$ cat src/rtl/core/pfrc_fifo.sv
// small register-based queue
// no dependencies; depth must be a power of two
`default_nettype none
module pfrc_fifo #(
    parameter int unsigned WIDTH = 8,
    parameter int unsigned DEPTH = 2
) (
    input  wire logic             i_clk,
    input  wire logic             i_rst_n,
    input  wire logic             i_push,
    input  wire logic [WIDTH-1:0] i_data,
    output logic                  o_full,
    input  wire logic             i_pop,
    output logic [WIDTH-1:0]      o_data,
    output logic                  o_empty
);
    localparam int unsigned PW = (DEPTH > 1) ? $clog2(DEPTH) : 1;
    localparam int unsigned CW = $clog2(DEPTH + 1);

    logic [WIDTH-1:0] r_slot [DEPTH];
    logic [PW-1:0]    r_wr_ptr, r_rd_ptr;
    logic [CW-1:0]    r_count;
    logic             do_push, do_pop;

    assign o_full  = (r_count == CW'(DEPTH));
    assign o_empty = (r_count == '0);
    assign o_data  = r_slot[r_rd_ptr];
    assign do_push = i_push && !o_full;
    assign do_pop  = i_pop && !o_empty;

    always_ff @(posedge i_clk) begin
        if (!i_rst_n) begin
            r_wr_ptr <= '0;
            r_rd_ptr <= '0;
            r_count  <= '0;
        end else begin
            if (do_push) begin
                r_wr_ptr <= r_wr_ptr + PW'(1);
            end
            if (do_pop) begin
                r_rd_ptr <= r_rd_ptr + PW'(1);
            end
            if (do_push && !do_pop) begin
                r_count <= r_count + CW'(1);
            end else if (do_pop && !do_push) begin
                r_count <= r_count - CW'(1);
            end
        end
        if (do_push) begin
            r_slot[r_wr_ptr] <= i_data;
        end
    end
endmodule
`default_nettype wire

$ cat config.mk
export PLATFORM = sky130hd
export DESIGN_NAME = pfrc_fifo
export DESIGN_NICKNAME = d
export VERILOG_FILES = /design/src/rtl/core/pfrc_fifo.sv
export SDC_FILE = /design/constraint.sdc
export NUM_CORES = 1
export LEC_CHECK = 0
export BUFFER_PORTS_ARGS = -buffer_cell sky130_fd_sc_hd__buf_4
export CORE_MARGIN = 2
export CORE_UTILIZATION = 40
export CTS_BUF_LIST = sky130_fd_sc_hd__clkbuf_16
export DETAILED_ROUTE_END_ITERATION = 16
export PLACE_DENSITY_LB_ADDON = 0.1
export SYNTH_ARGS = -nofsm -noshare
export SYNTH_HDL_FRONTEND = slang
export SYNTH_SLANG_ARGS = --single-unit
$ cat constraint.sdc
create_clock -name i_clk -period 1.8 [get_ports i_clk]
set_clock_uncertainty 0.1 [all_clocks]
set_input_delay 0.36 -clock i_clk [delete_from_list [all_inputs] [get_ports i_clk]]
set_output_delay 0.36 -clock i_clk [all_outputs]
set_load 0.1 [all_outputs]
After elaboration in Yosys (flattened, before gate mapping) --
Memories as Yosys holds them, arrays and structs flattened. A register that Yosys moved wholly into a read port is not among the register bits. Cells that the tools add are included.
Storage, ports and cells: flip-flop bits (word level) 4, memory bits (writable) 16, output and inout bits 10, memories 1
Cells by class: $add $sub $neg 4, eq/ne operators 1, muxes and demuxes 6, reductions and logical operators 10
Memory list:
- r_slot | words 2, bits a word 8, read ports 1, clocked after Yosys merged registers in 1, wr ports 1, line 20 | logic [WIDTH-1:0] r_slot [DEPTH];
Operators with widths (number):
- $logic_and 1x1->1 | 4
- $logic_not 1->1 | 4
- $mux 1 | 4
- $mux 2 | 2
- $add 1x1->1 const B | 2
- $add 2x1->2 const B | 1
- $eq 2x2->1 const B | 1
- $logic_not 2->1 | 1
- $reduce_bool 2->1 | 1
- $sub 2x1->2 const B | 1

Logic depth before layout (Yosys ltp) --
Gate-level depths: netlist (run 1).
word-level depth 7, gate-level depth with buffers 7, mapped depth without buffers 7

Worst setup path before layout (run 1) --
No wires, ideal clock.
kind reg-to-reg, start point register r_count[0], end point register r_count[1], library setup time 0.070 ns, arrival 2.047 ns, required time 1.630 ns, setup slack -0.417 ns, cell stages (with the launch flop) 7, path buffers 0, period minus slack after synthesis 2.217 ns, path through dfxtp_1 > nand2b_1 > inv_1 > nor2_1 > ha_1 > or3_1 > a21oi_1
Between the ends: word-level cells in the longest chain between the ends 6, elaborated cells between the ends (all ways) 15, classes of those cells add/sub (2); eq/ne (1); mux (2); reduce/logical (10)
RTL lines:
- start: declaration | line 22 | logic [CW-1:0] r_count;
- start signal: assignment | line 44 | r_count <= r_count + CW'(1);
- start signal: assignment | line 46 | r_count <= r_count - CW'(1);
- $eq 2x2->1 (*) | line 25 | assign o_full = (r_count == CW'(DEPTH));
- via o_full | line 12 | output logic o_full,
- $logic_not 1->1 (*) | line 28 | assign do_push = i_push && !o_full;
- $logic_and 1x1->1 (*) | line 28
- via do_push | line 23 | logic do_push, do_pop;
- $logic_not 1->1 | line 45 | end else if (do_pop && !do_push) begin
- $logic_and 1x1->1 | line 45
- $reduce_bool 2->1 (no source line)
Mark *: on every way through the listed nets, which the timed path passes. The rest lies on a longest branch. The select of a mux whose other input is x is not followed. A chain may end at the register's enable or synchronous reset.

==> results of run 1 <==
==> worst max-delay path, delay by kind of cell (launching register included) <==
family                 cells  cell delay [ps]
multiplexers               1              330
flip-flops                 1              320
buffers and inverters      2              380
==> sequential cells by signal, summed over array words and instances, names as in the netlist, named ones only <==
signal,cells
r_wr_ptr,1
r_rd_ptr,1
r_slot,16
r_count,2
==> metrics by stage <==
| stage | std cells | hold slack (ps) | utilization (%) |
|---|---|---|---|
| 2_1_floorplan | 51 | 358.9 | - |
| 3_3_place_gp | 103 | 388.3 | 54.10 |
| 3_5_place_dp | 103 | 394.6 | 54.10 |
| 4_1_cts | 107 | 188.7 | 58.27 |
| 5_1_grt | 107 | 187.0 | 59.24 |
| 6_report | 107 | 193.6 | 59.24 |
==> cell usage in the layout (no fill, tap or decap), drive strengths merged <==
cell type and n:
edfxtp 16, clkbuf 3, mux2 8, xor2 3
ha 1, buf 26, a21oi 1, o21a 1
clkinvlp 1, nor2 5, nor3 1, inv 2
a21boi 1, or3 1, o21ai 2, clkinv 1
dfxtp 5, and3 1, nand2b 1
==> logic make-up after synthesis <==
| family | count (synthesis) | synth area share (%) |
|---|---|---|
| buf+inv | 4 | 2.024 |
| mux | 8 | 11.22 |
| fa+ha+maj | 1 | 1.557 |
| simple gates | 9 | 5.921 |
| xor+xnor | 3 | 3.272 |
| flops | 21 | 72.27 |
| compound gates | 5 | 3.738 |
==> final cells by class <==
type | count | area (µm²)
clock buffers | 3 | 75.07
clock inverters | 1 | 5.005
fillers | 169 | 783.3
inverters | 3 | 15.01
multi-input cells | 26 | 217.7
flip-flops and latches | 21 | 581.8
well taps | 27 | 33.78
repair buffers | 26 | 210.2
==> per-layer routing <==
layer / global-route usage, % / wire length, µm / vias up
li1: - / - / 242
met1: 14.78 / 579 / 225
met2: 18.04 / 628 / 16
met3: 3.374 / 67 / 0
met4: 7.619 / 0 / 0
met5: 0 / 0 / -
==> worst paths after layout <==
check	from	to	slack, ps	cells after the start
worst max register to register	r_count[0]	r_count[1]	60	6
worst min register to register	r_rd_ptr	r_rd_ptr	410	2
worst min-delay path	i_data[0]	r_slot[1][0]	190	1
worst max-delay path	flop	o_data[2]	60	3
==> impl_metrics.sql, run 1 <==
INSERT INTO impl_metrics (metric_group, metric, value, unit) VALUES
('routing', 'detail_route.vias_per_cell', '4.514', ''),
('routing', 'drt-total-wl', '1.274', 'mm'),
('routing', 'vias', '483', ''),
('synth', 'sequential_cell_area_fraction_in_the_yosys_report', '72.27', '%'),
('setup_path', 'path_cells', 'buf_4, mux2_2, buf_4', ''),
('clock_tree', 'sink_count_of_the_clock_tree', '21', ''),
('finish', 'insertedDiodeCount', '0', ''),
('synth', 'synth-edff-count', '16', ''),
('setup_path', 'crit_path_start_kind', 'flop', ''),
('setup_path', 'critPathArrivalTime', '1280', 'ps'),
('run', 'max_cap_violations', '0', ''),
('global_routing', 'global_route.overflow_total', '0', ''),
('setup_path', 'end_kind', 'primary output', ''),
('sta', 'finalHoldViolations', '0', ''),
('global_routing', 'antenna_found_initial', '0', ''),
('sta', 'tightest_slew', '427.1', 'ps'),
('setup_path', 'timing.critical_path.slowest_stage_cell', 'sky130_fd_sc_hd__mux2_2', ''),
('placement', 'dpl_worst_slack', '106.5', 'ps'),
('finish', 'area_growth_syn_to_layout', '41.74', '%'),
('clock_tree', 'cts_setup_buffers', '0', ''),
('synth', 'synth_cell_area', '803.3', 'µm²'),
('finish', 'layout.nets', '94', ''),
('synth', 'synth_top_cells_by_count', 'sky130_fd_sc_hd__edfxtp_1 (16), sky130_fd_sc_hd__mux2_2 (8), sky130_fd_sc_hd__dfxtp_1 (5), sky130_fd_sc_hd__nor2_1 (5)', ''),
('clock_tree', 'clock-root-buffer', 'sky130_fd_sc_hd__clkbuf_16', ''),
('min_path', 'worst_hold_check_path_type', 'input pin to flop', ''),
('placement', 'port_buffers', '21', ''),
('synth', 'top_cells_by_area_in_the_synthesized_netlist', 'sky130_fd_sc_hd__edfxtp_1 (60%), sky130_fd_sc_hd__dfxtp_1 (12%), sky130_fd_sc_hd__mux2_2 (11%)', ''),
('floorplan', 'floorplan.core_area', '0.001922', 'mm²'),
('synth', 'post_synth_num_cell_types', '16', ''),
('global_routing', 'grt_first_pass_wirelength', '2.076', 'mm'),
('clock_tree', 'postCtsResizedCells', '0', ''),
('sta', 'final.min_clock_period', '1744', 'ps'),
('global_routing', 'largest_net_degree_at_the_start_of_global_routing', '13', ''),
('routing', 'firstDrtPassIters', '4', ''),
('floorplan', 'die-area', '0.002382', 'mm²'),
('routing', 'detail_route.iter0.violations', '3', ''),
('floorplan', 'chipHeight', '48.81', 'µm'),
('global_routing', 'number_of_global_route_vias_before_repair', '472', ''),
('floorplan', 'number_of_ports_placed_on_the_die_boundary', '22', ''),
('clock_tree', 'worst_setup_hold_path_clk_slew', '50', 'ps'),
('setup_path', 'cp_max_fo', '5', ''),
('floorplan', 'dieWidth', '48.81', 'µm'),
('sta', 'rsz0062_at_grt', 'false', ''),
('setup_path', 'timing.critical_path.mode_cell', 'sky130_fd_sc_hd__buf_4', ''),
('synth', 'fraction_of_registers_with_async_set_or_reset_after_synthesis', '0', '%'),
('clock_tree', 'htree_num_levels', '1', ''),
('routing', 'detail-route-antenna-nets', '0', ''),
('placement', 'dpl-instance-area', '0.001040', 'mm²'),
('setup_path', 'crit_type', 'flop to primary output', ''),
('synth', 'synth-warning-count', '0', ''),
('finish', 'design_area_final', '0.001139', 'mm²'),
('sta', 'setup_slack', '55.74', 'ps'),
('clock_tree', 'cts-root-to-sink-buffers', '2', ''),
('sta', 'max_freq', '573.3', 'MHz'),
('synth', 'synth-main-ff-cell', 'sky130_fd_sc_hd__edfxtp_1', ''),
('routing', 'avgRoutedWirePerCell', '11.91', 'µm'),
('clock_tree', 'numCtsBuffers', '3', ''),
('floorplan', 'rows', '16', ''),
('sta', 'final_max_slew_viol_count', '0', ''),
('setup_path', 'cpPeakStageDelay', '330', 'ps'),
('sta', 'final_clock_period_utilization_by_the_worst_path', '96.90', '%'),
('routing', 'number_of_drc_violations_after_detailed_routing', '0', ''),
('placement', 'gpl.final_weighted_congestion', '0.6719', ''),
('synth', 'synth_top_cell_area_share', '59.81', '%'),
('clock_tree', 'ctsHoldBuffers', '0', ''),
('synth', 'netlist.top_cell.by_area', 'sky130_fd_sc_hd__edfxtp_1', ''),
('global_routing', 'global_route_total_usage_across_every_layer', '11.84', '%'),
('sta', 'fin_tns_setup', '0', 'ps'),
('status', 'status', 'finished clean', ''),
('floorplan', 'starting_density', '41.80', '%'),
('synth', 'mappedNetlistNets', '64', '');
Power of run 1 is not shown: default switching activity piles up to over one toggle a cycle in this logic, so the estimate is an artifact.
==> run 2, diff against run 1 <==
--- a/config.mk
+++ b/config.mk
@@ -6,10 +6,13 @@
 export NUM_CORES = 1
 export LEC_CHECK = 0
 export BUFFER_PORTS_ARGS = -buffer_cell sky130_fd_sc_hd__buf_4
+export CELL_PAD_IN_SITES_DETAIL_PLACEMENT = 0
+export CELL_PAD_IN_SITES_GLOBAL_PLACEMENT = 2
 export CORE_MARGIN = 2
-export CORE_UTILIZATION = 40
+export CORE_UTILIZATION = 33
 export CTS_BUF_LIST = sky130_fd_sc_hd__clkbuf_16
 export DETAILED_ROUTE_END_ITERATION = 16
+export GPL_TIMING_DRIVEN = 0
 export PLACE_DENSITY_LB_ADDON = 0.1
 export SYNTH_ARGS = -nofsm -noshare
 export SYNTH_HDL_FRONTEND = slang
==> impl_metrics.sql, run 2 (synthesized netlist as in run 1, its figures left out) <==
INSERT INTO impl_metrics (metric_group, metric, value, unit) VALUES
('finish', 'largest_reg_flops', '16', ''),
('finish', 'most_flops_register', 'r_slot', ''),
('setup_path', 'critical_path.top_delay_family', 'buffers and inverters', ''),
('floorplan', 'starting_density', '35.63', '%'),
('clock_tree', 'clkLatencyLatePin', '250', 'ps'),
('routing', 'vias', '463', ''),
('setup_path', 'cp_data_required_time', '1340', 'ps'),
('sta', 'final.min_clock_period', '1751', 'ps'),
('finish', 'final_common_cell', 'sky130_fd_sc_hd__edfxtp_1', ''),
('floorplan', 'floorplan.core_area', '0.002255', 'mm²'),
('finish', 'layout.nets', '90', ''),
('setup_path', 'crit-reg2reg-capture', 'r_count[1]', ''),
('sta', 'final_clock_period_utilization_by_the_worst_path', '97.28', '%'),
('clock_tree', 'cts-root-to-sink-buffers', '2', ''),
('setup_path', 'critPathArrivalTime', '1290', 'ps'),
('setup_path', 'timing.critical_path.mode_cell', 'sky130_fd_sc_hd__buf_4', ''),
('clock_tree', 'htree_num_levels', '1', ''),
('routing', 'drt-total-wl', '1.227', 'mm'),
('sta', 'maxSlewHeadroom', '51.46', '%'),
('setup_path', 'crit_path_start_kind', 'flop', ''),
('routing', 'detail_route.iter0.violations', '3', ''),
('setup_path', 'timing.critical_path.slowest_stage_cell', 'sky130_fd_sc_hd__mux2_2', ''),
('finish', 'fillerInstances', '203', ''),
('finish', 'most-common-layout-cells', 'sky130_fd_sc_hd__edfxtp_1 (16), sky130_fd_sc_hd__buf_4 (15), sky130_fd_sc_hd__mux2_2 (8)', ''),
('global_routing', 'antenna_found_initial', '0', ''),
('sta', 'tightest_slew', '724.2', 'ps'),
('routing', 'firstDrtPassIters', '3', ''),
('clock_tree', 'clock_tree_from_tritoncts', 'done', ''),
('sta', 'final_max_slew_viol_count', '0', ''),
('setup_path', 'crit_type', 'flop to primary output', ''),
('global_routing', 'largest_net_degree_at_the_start_of_global_routing', '12', ''),
('clock_tree', 'ctsHoldBuffers', '0', ''),
('status', 'status', 'finished clean', ''),
('routing', 'avgRoutedWirePerCell', '11.80', 'µm'),
('finish', 'area_growth_syn_to_layout', '38.94', '%'),
('routing', 'detail-route-antenna-nets', '0', ''),
('min_path', 'worst_hold_check_path_type', 'input pin to flop', ''),
('min_path', 'holdCritStartpoint', 'i_data[4]', ''),
('sta', 'max_freq', '571.1', 'MHz'),
('clock_tree', 'numCtsBuffers', '3', ''),
('min_path', 'hold-path-endpoint', 'r_slot[1][4]', ''),
('setup_path', 'cpPeakStageDelay', '340', 'ps'),
('clock_tree', 'worst_setup_hold_path_clk_slew', '50', 'ps'),
('floorplan', 'chipHeight', '53.34', 'µm'),
('floorplan', 'die-area', '0.002845', 'mm²'),
('sta', 'holdWs', '193.9', 'ps'),
('finish', 'fraction_of_final_layout_cells_with_drive_strength_greater_than_1', '48.68', '%'),
('global_routing', 'number_of_global_route_vias_before_repair', '472', ''),
('floorplan', 'rows', '17', ''),
('placement', 'dp_hpwl', '915.5', 'µm'),
('run', 'max_cap_violations', '0', ''),
('setup_path', 'timing.critical_path.depth', '3', ''),
('floorplan', 'dieWidth', '53.34', 'µm'),
('placement', 'gpl.final_weighted_congestion', '0.6228', ''),
('setup_path', 'end_kind', 'primary output', ''),
('setup_path', 'reg2reg_slack', '110', 'ps'),
('setup_path', 'critical_path.reg2reg.startpoint', 'r_count[0]', ''),
('floorplan', 'number_of_ports_placed_on_the_die_boundary', '22', ''),
('finish', 'insertedDiodeCount', '0', ''),
('routing', 'detail_route.vias_per_cell', '4.452', ''),
('clock_tree', 'sink_count_of_the_clock_tree', '21', ''),
('min_path', 'hold-path-cell-count', '1', ''),
('sta', 'report.final.setup_viol', '0', ''),
('sta', 'finalHoldViolations', '0', ''),
('setup_path', 'path_cells', 'buf_4, mux2_2, buf_4', ''),
('global_routing', 'global_route_total_usage_across_every_layer', '10.25', '%'),
('finish', 'biggestRegsByFlops', 'r_slot x16, r_count x2', ''),
('setup_path', 'path_buf_inv', '2', ''),
('clock_tree', 'clock-root-buffer', 'sky130_fd_sc_hd__clkbuf_16', ''),
('global_routing', 'grt_first_pass_wirelength', '1.973', 'mm'),
('routing', 'number_of_drc_violations_after_detailed_routing', '0', ''),
('global_routing', 'global_route.overflow_total', '0', ''),
('placement', 'port_buffers', '21', ''),
('sta', 'rsz0062_at_grt', 'false', ''),
('setup_path', 'worst-r2r-cell-count', '6', ''),
('setup_path', 'cp_max_fo', '8', '');
-- run 2: layer usage --
layer / global-route usage [%] / vias to the layer above / part of all wire [%]
met5: 0 / - / 0
met4: 6.410 / 0 / 1.2
met3: 3.107 / 2 / 6.7
met2: 16.46 / 16 / 47
met1: 11.75 / 210 / 45
li1: - / 235 / -
-- run 2: area by class of cell --
class	instances	area [µm²]	share of cell area, %
multi-input combinational	26	214.0	19.17
tap	28	35.03	3.139
clock inverter	1	3.754	0.3363
buffer	1	7.507	0.6726
timing repair buffer	21	183.9	16.48
sequential	21	581.8	52.13
clock buffer	3	75.07	6.726
inverter	3	15.01	1.345
-- run 2: through the flow --
stage	cell area [µm²]	std cells	setup TNS, ps	setup WS, ps	utilization [%]
finish	1116	104	0	49.01	49.50
global route	1116	104	0	1.132	49.50
CTS	1090	104	0	22.79	48.34
detailed placement	1008	100	0	122.7	44.73
global placement	1008	100	0	133.8	44.73
floorplan	815.8	51	-1682	-258.5	-
-- run 2: worst max path at each step --
stage                       to
floorplan              o_empty
global placement    r_count[1]
detailed placement  r_count[1]
CTS                  o_data[4]
global route         o_data[0]
finish               o_data[0]
-- run 2: repair_timing --
item                       4_1_cts  5_1_grt
gates resized for setup          1        7
setup buffers                    0        0
setup endpoints to repair        8        7
Power of run 2 is left out for the same reason.
